`config.mk`:
```
export PLATFORM = sky130hd
export DESIGN_NAME = descending_sorted_list_top
export DESIGN_NICKNAME = d
export VERILOG_FILES = /design/src/hw/rtl/dsl_pkg.sv /design/src/hw/rtl/descending_sorted_list_top.sv /design/src/hw/rtl/dsl_cell.sv
export SDC_FILE = /design/constraint.sdc
export NUM_CORES = 2
export LEC_CHECK = 0
export BUFFER_PORTS_ARGS = -buffer_cell sky130_fd_sc_hd__buf_2
export CELL_PAD_IN_SITES_DETAIL_PLACEMENT = 1
export CELL_PAD_IN_SITES_GLOBAL_PLACEMENT = 1
export CORE_MARGIN = 1
export CORE_UTILIZATION = 25
export DETAILED_ROUTE_END_ITERATION = 10
export GPL_ROUTABILITY_DRIVEN = 0
export GPL_TIMING_DRIVEN = 0
export PLACE_DENSITY = 0.46
export SYNTH_ARGS = -nofsm -noshare
export SYNTH_HDL_FRONTEND = slang
export SYNTH_HIERARCHICAL = 1
export SYNTH_SLANG_ARGS = --single-unit
```
`constraint.sdc`:
```
create_clock -name clk_i -period 7.5 [get_ports clk_i]
set_input_delay 0.375 -clock clk_i [delete_from_list [all_inputs] [get_ports clk_i]]
set_output_delay 0.375 -clock clk_i [all_outputs]
set_load 0.02 [all_outputs]
```
`src/hw/rtl/dsl_pkg.sv`:
```
package dsl_pkg;

  localparam int unsigned ValueW = 32;

  typedef enum logic [1:0] {
    OpInsert = 2'd0,
    OpDelete = 2'd1,
    OpDump   = 2'd2,
    OpClear  = 2'd3
  } op_e;

  typedef enum logic [1:0] {
    StOk       = 2'd0,
    StNotFound = 2'd1,
    StFull     = 2'd2,
    StEmpty    = 2'd3
  } status_e;

  // Shift commands broadcast to every cell of the chain.
  typedef struct packed {
    logic insert;
    logic remove;
    logic rotate;
  } cell_ctrl_t;

endpackage

```
`src/hw/rtl/descending_sorted_list_top.sv`:
```
// Channel | Direction | Handshake               | Fields
// --------+-----------+-------------------------+--------------------------
// in      | input     | in_valid_i/in_ready_o   | operation_i, value_i
// out     | output    | out_valid_o/out_ready_i | status_o, item_o, last_o
//
// Insert and delete act on the whole chain at once: every cell compares its entry against the
// value in parallel and shifts by one place; clear only resets the fill count. A dump first
// starts the sequencer, then emits one beat per entry while the chain rotates left so that the
// head cell holds the next entry; after count beats the list is back in order. Reset clears the
// fill count, the output valid flag and the dump sequencer; the cells and the output data are
// not reset. A stalled output freezes the rotation and holds off the input.
module descending_sorted_list_top #(
  parameter int unsigned CAPACITY = 16
) (
  input  logic                               clk_i,
  input  logic                               rst_ni,
  input  logic                               in_valid_i,
  output logic                               in_ready_o,
  input  dsl_pkg::op_e                       operation_i,
  input  logic signed [dsl_pkg::ValueW-1:0]  value_i,
  output logic                               out_valid_o,
  input  logic                               out_ready_i,
  output dsl_pkg::status_e                   status_o,
  output logic signed [dsl_pkg::ValueW-1:0]  item_o,
  output logic                               last_o
);
  import dsl_pkg::*;

  localparam int unsigned CntW = $clog2(CAPACITY + 1);

  // Fill count and dump sequencer.
  logic [CntW-1:0] count_q, count_d;
  logic [CntW-1:0] remain_q, remain_d;
  logic            busy_q, busy_d;

  // Output register.
  logic                     out_valid_q, out_valid_d;
  status_e                  status_q, status_d;
  logic signed [ValueW-1:0] item_q, item_d;
  logic                     last_q, last_d;

  logic signed [ValueW-1:0] val   [CAPACITY];
  logic [CAPACITY-1:0]      gt;
  logic [CAPACITY-1:0]      eq;
  cell_ctrl_t               ctrl;
  logic                     out_free;
  logic                     in_acc;
  logic                     full;
  logic                     found;

  assign out_free   = !out_valid_q || out_ready_i;
  assign in_ready_o = !busy_q && out_free;
  assign in_acc     = in_valid_i && in_ready_o;
  assign full       = (count_q == CntW'(CAPACITY));
  // Equal entries are contiguous, so any hit means the first hit is where the
  // greater prefix ends; the cells need no ripple chain to find it.
  assign found      = |eq;

  assign ctrl.insert = in_acc && (operation_i == OpInsert) && !full;
  assign ctrl.remove = in_acc && (operation_i == OpDelete) && found;
  assign ctrl.rotate = busy_q && out_free;

  for (genvar i = 0; i < CAPACITY; i++) begin : g_cell
    logic signed [ValueW-1:0] left_val;
    logic                     left_gt;
    logic signed [ValueW-1:0] right_val;

    if (i == 0) begin : g_head
      assign left_val = value_i;
      assign left_gt  = 1'b1;
    end else begin : g_body
      assign left_val = val[i-1];
      assign left_gt  = gt[i-1];
    end

    if (i == CAPACITY - 1) begin : g_end
      assign right_val = '0;
    end else begin : g_mid
      assign right_val = val[i+1];
    end

    dsl_cell u_cell (
      .clk_i       (clk_i),
      .ctrl_i      (ctrl),
      .value_i     (value_i),
      .left_val_i  (left_val),
      .left_gt_i   (left_gt),
      .right_val_i (right_val),
      .head_val_i  (val[0]),
      .occ_i       (CntW'(i) < count_q),
      .tail_i      (count_q == CntW'(i + 1)),
      .val_o       (val[i]),
      .gt_o        (gt[i]),
      .eq_o        (eq[i])
    );
  end

  always_comb begin
    count_d     = count_q;
    remain_d    = remain_q;
    busy_d      = busy_q;
    out_valid_d = out_valid_q && !out_ready_i;
    status_d    = status_q;
    item_d      = item_q;
    last_d      = last_q;

    if (in_acc) begin
      item_d = '0;
      last_d = 1'b1;
      case (operation_i)
        OpInsert: begin
          out_valid_d = 1'b1;
          if (full) begin
            status_d = StFull;
          end else begin
            status_d = StOk;
            count_d  = count_q + CntW'(1);
          end
        end
        OpDelete: begin
          out_valid_d = 1'b1;
          if (found) begin
            status_d = StOk;
            count_d  = count_q - CntW'(1);
          end else begin
            status_d = StNotFound;
          end
        end
        OpDump: begin
          if (count_q == '0) begin
            out_valid_d = 1'b1;
            status_d    = StEmpty;
          end else begin
            busy_d   = 1'b1;
            remain_d = count_q;
          end
        end
        OpClear: begin
          out_valid_d = 1'b1;
          status_d    = StOk;
          count_d     = '0;
        end
        default: begin
          out_valid_d = 1'b1;
          status_d    = StOk;
        end
      endcase
    end else if (ctrl.rotate) begin
      // One dump beat: emit the head entry and rotate it to the tail.
      out_valid_d = 1'b1;
      status_d    = StOk;
      item_d      = val[0];
      last_d      = (remain_q == CntW'(1));
      remain_d    = remain_q - CntW'(1);
      if (remain_q == CntW'(1)) begin
        busy_d = 1'b0;
      end
    end
  end

  always_ff @(posedge clk_i or negedge rst_ni) begin
    if (!rst_ni) begin
      count_q     <= '0;
      remain_q    <= '0;
      busy_q      <= 1'b0;
      out_valid_q <= 1'b0;
    end else begin
      count_q     <= count_d;
      remain_q    <= remain_d;
      busy_q      <= busy_d;
      out_valid_q <= out_valid_d;
    end
  end

  always_ff @(posedge clk_i) begin
    status_q <= status_d;
    item_q   <= item_d;
    last_q   <= last_d;
  end

  assign out_valid_o = out_valid_q;
  assign status_o    = status_q;
  assign item_o      = item_q;
  assign last_o      = last_q;

  // The fill count never passes the number of cells.
  a_count_bound : assert property (@(posedge clk_i) disable iff (!rst_ni)
    count_q <= CntW'(CAPACITY))
    else $error("fill count exceeds capacity");

  // No new item is taken while a dump is still emitting beats.
  a_busy_blocks : assert property (@(posedge clk_i) disable iff (!rst_ni)
    busy_q |-> !in_ready_o)
    else $error("input accepted during dump");

  // Every operation but a dump answers with a single final beat next cycle.
  a_single_beat : assert property (@(posedge clk_i) disable iff (!rst_ni)
    (in_acc && (operation_i != OpDump)) |=> (out_valid_q && last_q))
    else $error("single-beat operation did not produce a final beat");

  // A dump never rotates while the output holds an untaken beat.
  a_rotate_stall : assert property (@(posedge clk_i) disable iff (!rst_ni)
    (out_valid_q && !out_ready_i) |-> !ctrl.rotate)
    else $error("chain rotated under a stalled output");

endmodule

```
`src/hw/rtl/dsl_cell.sv`:
```
module dsl_cell (
  input  logic                                 clk_i,
  input  dsl_pkg::cell_ctrl_t                  ctrl_i,
  input  logic signed [dsl_pkg::ValueW-1:0]    value_i,
  input  logic signed [dsl_pkg::ValueW-1:0]    left_val_i,
  input  logic                                 left_gt_i,
  input  logic signed [dsl_pkg::ValueW-1:0]    right_val_i,
  input  logic signed [dsl_pkg::ValueW-1:0]    head_val_i,
  input  logic                                 occ_i,
  input  logic                                 tail_i,
  output logic signed [dsl_pkg::ValueW-1:0]    val_o,
  output logic                                 gt_o,
  output logic                                 eq_o
);
  import dsl_pkg::*;

  logic signed [ValueW-1:0] val_q, val_d;

  // Entries form a descending run, so the strictly greater cells are a prefix.
  assign gt_o  = occ_i && (val_q > value_i);
  assign eq_o  = occ_i && (val_q == value_i);
  assign val_o = val_q;

  always_comb begin
    val_d = val_q;
    if (ctrl_i.insert && !gt_o) begin
      val_d = left_gt_i ? value_i : left_val_i;
    end else if (ctrl_i.remove && !gt_o) begin
      val_d = right_val_i;
    end else if (ctrl_i.rotate) begin
      val_d = tail_i ? head_val_i : right_val_i;
    end
  end

  always_ff @(posedge clk_i) begin
    val_q <= val_d;
  end

endmodule
```
Word-level counts from Yosys, hierarchy flattened
Cells that the tools add are included.
{ "classes": {"muxes": 101, "order_cmp": 32, "n_reduce_logical": 121, "add_sub_neg": 3, "eq_ne": 42} }
{ "op_table": {"columns": ["cell", "count"], "rows": [
  ["32-bit two-way mux", 79],
  ["32-bit == test", 16],
  ["32-bit greater-than comparator", 16],
  ["1-bit logical AND", 72],
  ["3-bit nonzero test", 17],
  ["5-bit by 4-bit == test with 1-bit output (second input constant)", 8],
  ["4-bit by 5-bit less-than comparator with 1-bit output (first input constant)", 8],
  ["5-bit two-way mux", 6],
  ["5-bit by 3-bit == test with 1-bit output (second input constant)", 4],
  ["1-bit logical NOT", 20],
  ["3-bit by 5-bit less-than comparator with 1-bit output (first input constant)", 4],
  ["16-bit OR reduction", 1],
  ["5-bit one-hot mux with 3 select lines", 1],
  ["5-bit by 1-bit == test with 1-bit output (second input constant)", 2],
  ["5-bit by 2-bit == test with 1-bit output (second input constant)", 2],
  ["1-bit by 5-bit less-than comparator with 1-bit output (first input constant)", 2],
  ["2-bit by 5-bit less-than comparator with 1-bit output (first input constant)", 2],
  ["5-bit by 1-bit subtractor with 5-bit output (second input constant)", 2],
  ["1-bit two-way mux", 9],
  ["2-bit two-way mux", 4],
  ["2-bit one-hot mux with 4 select lines", 1],
  ["4-bit AND reduction", 2],
  ["2-bit != test (second input constant)", 3],
  ["3-bit != test (second input constant)", 2],
  ["13 further kinds", 16]
]} }
{ "totals": {"input_bits": 38, "ff_bits": 559} }

Longest topological paths before layout
{ "depth": {"word_depth": 9, "ltp_mapped": 16, "depth_no_buf": 14} }

By module
Netlist, hierarchy kept.
{ "modules_own_cells": {"columns": ["mod", "n_inst", "cells_per_inst", "area_per_inst_um2", "seq_area_each_um2"], "rows": [
  ["dsl_cell (g_cell[0].u_cell ...)", 15, 267, 2959.1, 960.9],
  ["dsl_cell (g_cell[9].u_cell)", 1, 267, 2925.3, 960.9],
  ["descending_sorted_list_top", 1, 313, 2399.8, 1021.0]
]} }

Worst setup path after synthesis
No wires, ideal clock.
{ "synth_path": {"kind": "register -> register", "startpoint": "register count_q[1]", "endpoint": "register g_cell[0].u_cell.val_q[0], enable pin", "t_arrival_ns": 4.471, "synth_period_minus_slack_ns": 4.899, "path_stages_with_launch": 9, "setup_slack_ns": 2.601, "required_ns": 7.072, "setup_time_ns": 0.428, "cell_sequence": "dfrtp_1 clkbuf_1 inv_1 ha_1 and4bb_2 nor2_2 and3_1 nor2_1 o21bai_1"} }
{ "synth_rtl": {"columns": ["item", "line", "text"], "rows": [
  ["from (decl)", "descending_sorted_list_top.sv:32", "logic [CntW-1:0] count_q, count_d;"],
  ["from (signal assigned)", "descending_sorted_list_top.sv:168", "count_q <= count_d;"],
  ["to (signal assigned)", "dsl_cell.sv:36", "val_q <= val_d;"],
  ["to (decl)", "dsl_cell.sv:17", "logic signed [ValueW-1:0] val_q, val_d;"]
]} }

==> metrics <==
Setup Buffers After CTS 0; crit path DAT 6790 ps; top-count cell post-synth mux2i_1; fraction of registers with async set/reset 2.147%; register area share after synthesis 32.98%; DRC violations left 0; first-pass GRT wire length 254,700 microns; Reg clk slew, reported paths 60 ps; Die ar. approximately 200,000 sq um; Detail Route Antenna Nets 0; standard-cell row count 163; crit end category register; via count 36,360; Main synth FF type edfxtp_1; Detailed Route WL between 150,000 and 200,000 microns; Placed Area 54,120 sq um; Setup TNS Final 0 ps; worst hold slack 97.20 ps; Final Setup Violations 0; area leader, netlist edfxtp_1; FILL cells 22,210; CP max FO 32; top post-synthesis cells by count mux2i_1, inv_1, ha_1, edfxtp_1, a21oi_1; Die W 447.9 microns; clk_lat worst skew 710 ps; htree depth 3; final critical-path share of the clock period 84.98%; final core occ 28.61%; GRT overflow 0; Post-synth EDFFs around 510; worst-margin pin slew 1477 ps; via-per-instance ratio between 4 and 5; clock skew 30.23 ps; Worst EP required ~7900 ps; RSZ-0062 raised after global routing false; Slew Viols, Final 0; vias in the first global route 38,860; synth unique cells between 60 and 70; cts bufs inserted 77; Wirelength per Cell 22.72 microns; fin crit period 6373 ps; Initial Util 25.18%; Setup Crit Path Kind reg2reg; die height 447.9 microns; Synth Instances 4,585; Peak VDD IR 0.0001582 V; num ports between 70 and 80; Hold Buf Count CTS 2; status finished, violations left; synth warn 6; Place WS 949.8 ps; Cell Area, Synth approximately 50,000 sq um; hold path start operation_i[0]; ranking of synthesized cells by area edfxtp_1, mux2i_1, ha_1, inv_1, buf_12; TritonCTS clock tree yes; CTS sink cnt approximately 560; share of cells above drive strength 1 8.376%; initial DRC count 1,551; initial antenna violation count 3; largest net degree at the start of global routing 34; CTS resizes 0; Power Density 344.8 nW/um^2; Lkg Pwr 30.05 nW; Max-slew headroom 0.6178%; number of port buffers 73; startpoint types register; Post-DP HPWL 136,800 microns; maximum clock rate between 150 and 200 MHz; final worst slack 1127 ps; R2R Path Start count_q[4]; Clock Root Buffer clkbuf_16; Critical Path Start count_q[4]; Design Area, Final 56,490 sq um; GRT Overall Usage 16.85%; flops & latches, synth 559; Core Area 197,400 sq um; max_cap viols 1; CTS Buffer Depth 3; Synth Area per Inst 10.84 sq um; post-synth top area share 31.05%; post-layout net count ~5,300; Area Growth Syn to Fin 13.64%; worst hold path class in2reg; DR pass1 iterations 5; failing checks capacitance limit; Hold Vio Cnt, Final 0
[cell type report]
cell class | count | area, sq um | share of cell area, %
Antenna cell | 5 | 12.51 | 0.02215
Buffer | 212 | 2217 | 3.925
Clock buffer | 101 | 2047 | 3.624
Clock inverter | 37 | 295.3 | 0.5227
Inverter | 539 | 2023 | 3.581
Multi-Input combinational cell | 3306 | 29380 | 52.00
Sequential cell | 559 | 16400 | 29.02
Tap cell | 2640 | 3303 | 5.847
Timing Repair Buffer | 93 | 820.8 | 1.453
[registers in the layout, summed over array words and instances (netlist names)]
name                 cells
last_o                   1
remain_q                 5
out_valid_o              1
count_q                  5
item_o                  32
g_cell.u_cell/val_o    512
busy_q                   1
status_o                 2
[worst paths after layout]
kind	to	cells past startpoint	slack, ps
max in group asynchronous	remain_q[3]	2	7120
min in group asynchronous	count_q[4]	2	120
hold / removal	count_q[2]	4	100
hold reg to reg	item_o[20]	2	450
setup reg to reg	g_cell[9].u_cell/val_o[1]	15	1130
setup / recovery	g_cell[9].u_cell/val_o[1]	15	1130
[metrics by stage]
step	instances	power, mW
5_1_grt	7488	20.90
3_5_place_dp	7347	16.01
4_1_cts	7487	19.84
2_1_floorplan	4616	12.50
3_3_place_gp	7329	15.60
6_report	7492	19.48
[where the power goes]
group          internal, mW  total [mW]  switching, mW
logic                  3.92        9.00           5.08
clock network          2.00        3.64           1.64
registers              5.18        6.84           1.66
[worst max-delay path, cell delays in order, from the launching register on]
cell and delay, ps:
dfrtp_1 400, buf_2 220, nor2_2 430, inv_1 180, nor2_1 540, o21ai_0 390, and3_1 300, nor4_1 1030
nand4_1 580, and3_2 670, nor2b_1 200, a21oi_1 50, nand3_1 350, buf_4 320, mux2i_1 250, mux2i_1 110
[cells in the final DEF, fill, tap and decap left out, drive strengths merged, types with 16 or more instances in the layout]
cell type,instances
dfxtp,33
o21bai,19
nor2,54
nand3,82
nand4,130
mux2i,1536
nor2b,21
clkbuf,177
or3,16
inv,542
a21o,31
a221o,16
and2,34
and3,37
nand2b,21
a21oi,256
a221oi,17
buf,227
o21ai,75
nor4,52
or4b,16
o211ai,17
ha,518
o31a,17
conb,33
nor3,24
clkinv,30
o21a,16
nand2,196
edfxtp,514
[cells by family (layout without fill, tap and decap cells)]
group,count (synthesis),in the layout,share of synthesized area (%)
compound gates,526,526,6.881
fa+ha+maj,518,518,13.04
buf+inv,751,982,8.527
flops,559,559,32.98
mux,1536,1536,30.93
other cells,2,38,0.01511
simple gates,693,693,7.629
[routing by layer]
layer,up-vias,track usage [%],part of all wire (%)
met2,332,28.61,48
met1,18310,22.98,48
met5,-,0,0.010
li1,17560,-,-
met4,2,3.852,1.7
met3,158,1.478,2.1
No activity file was read; power rests on OpenSTA's default activity.
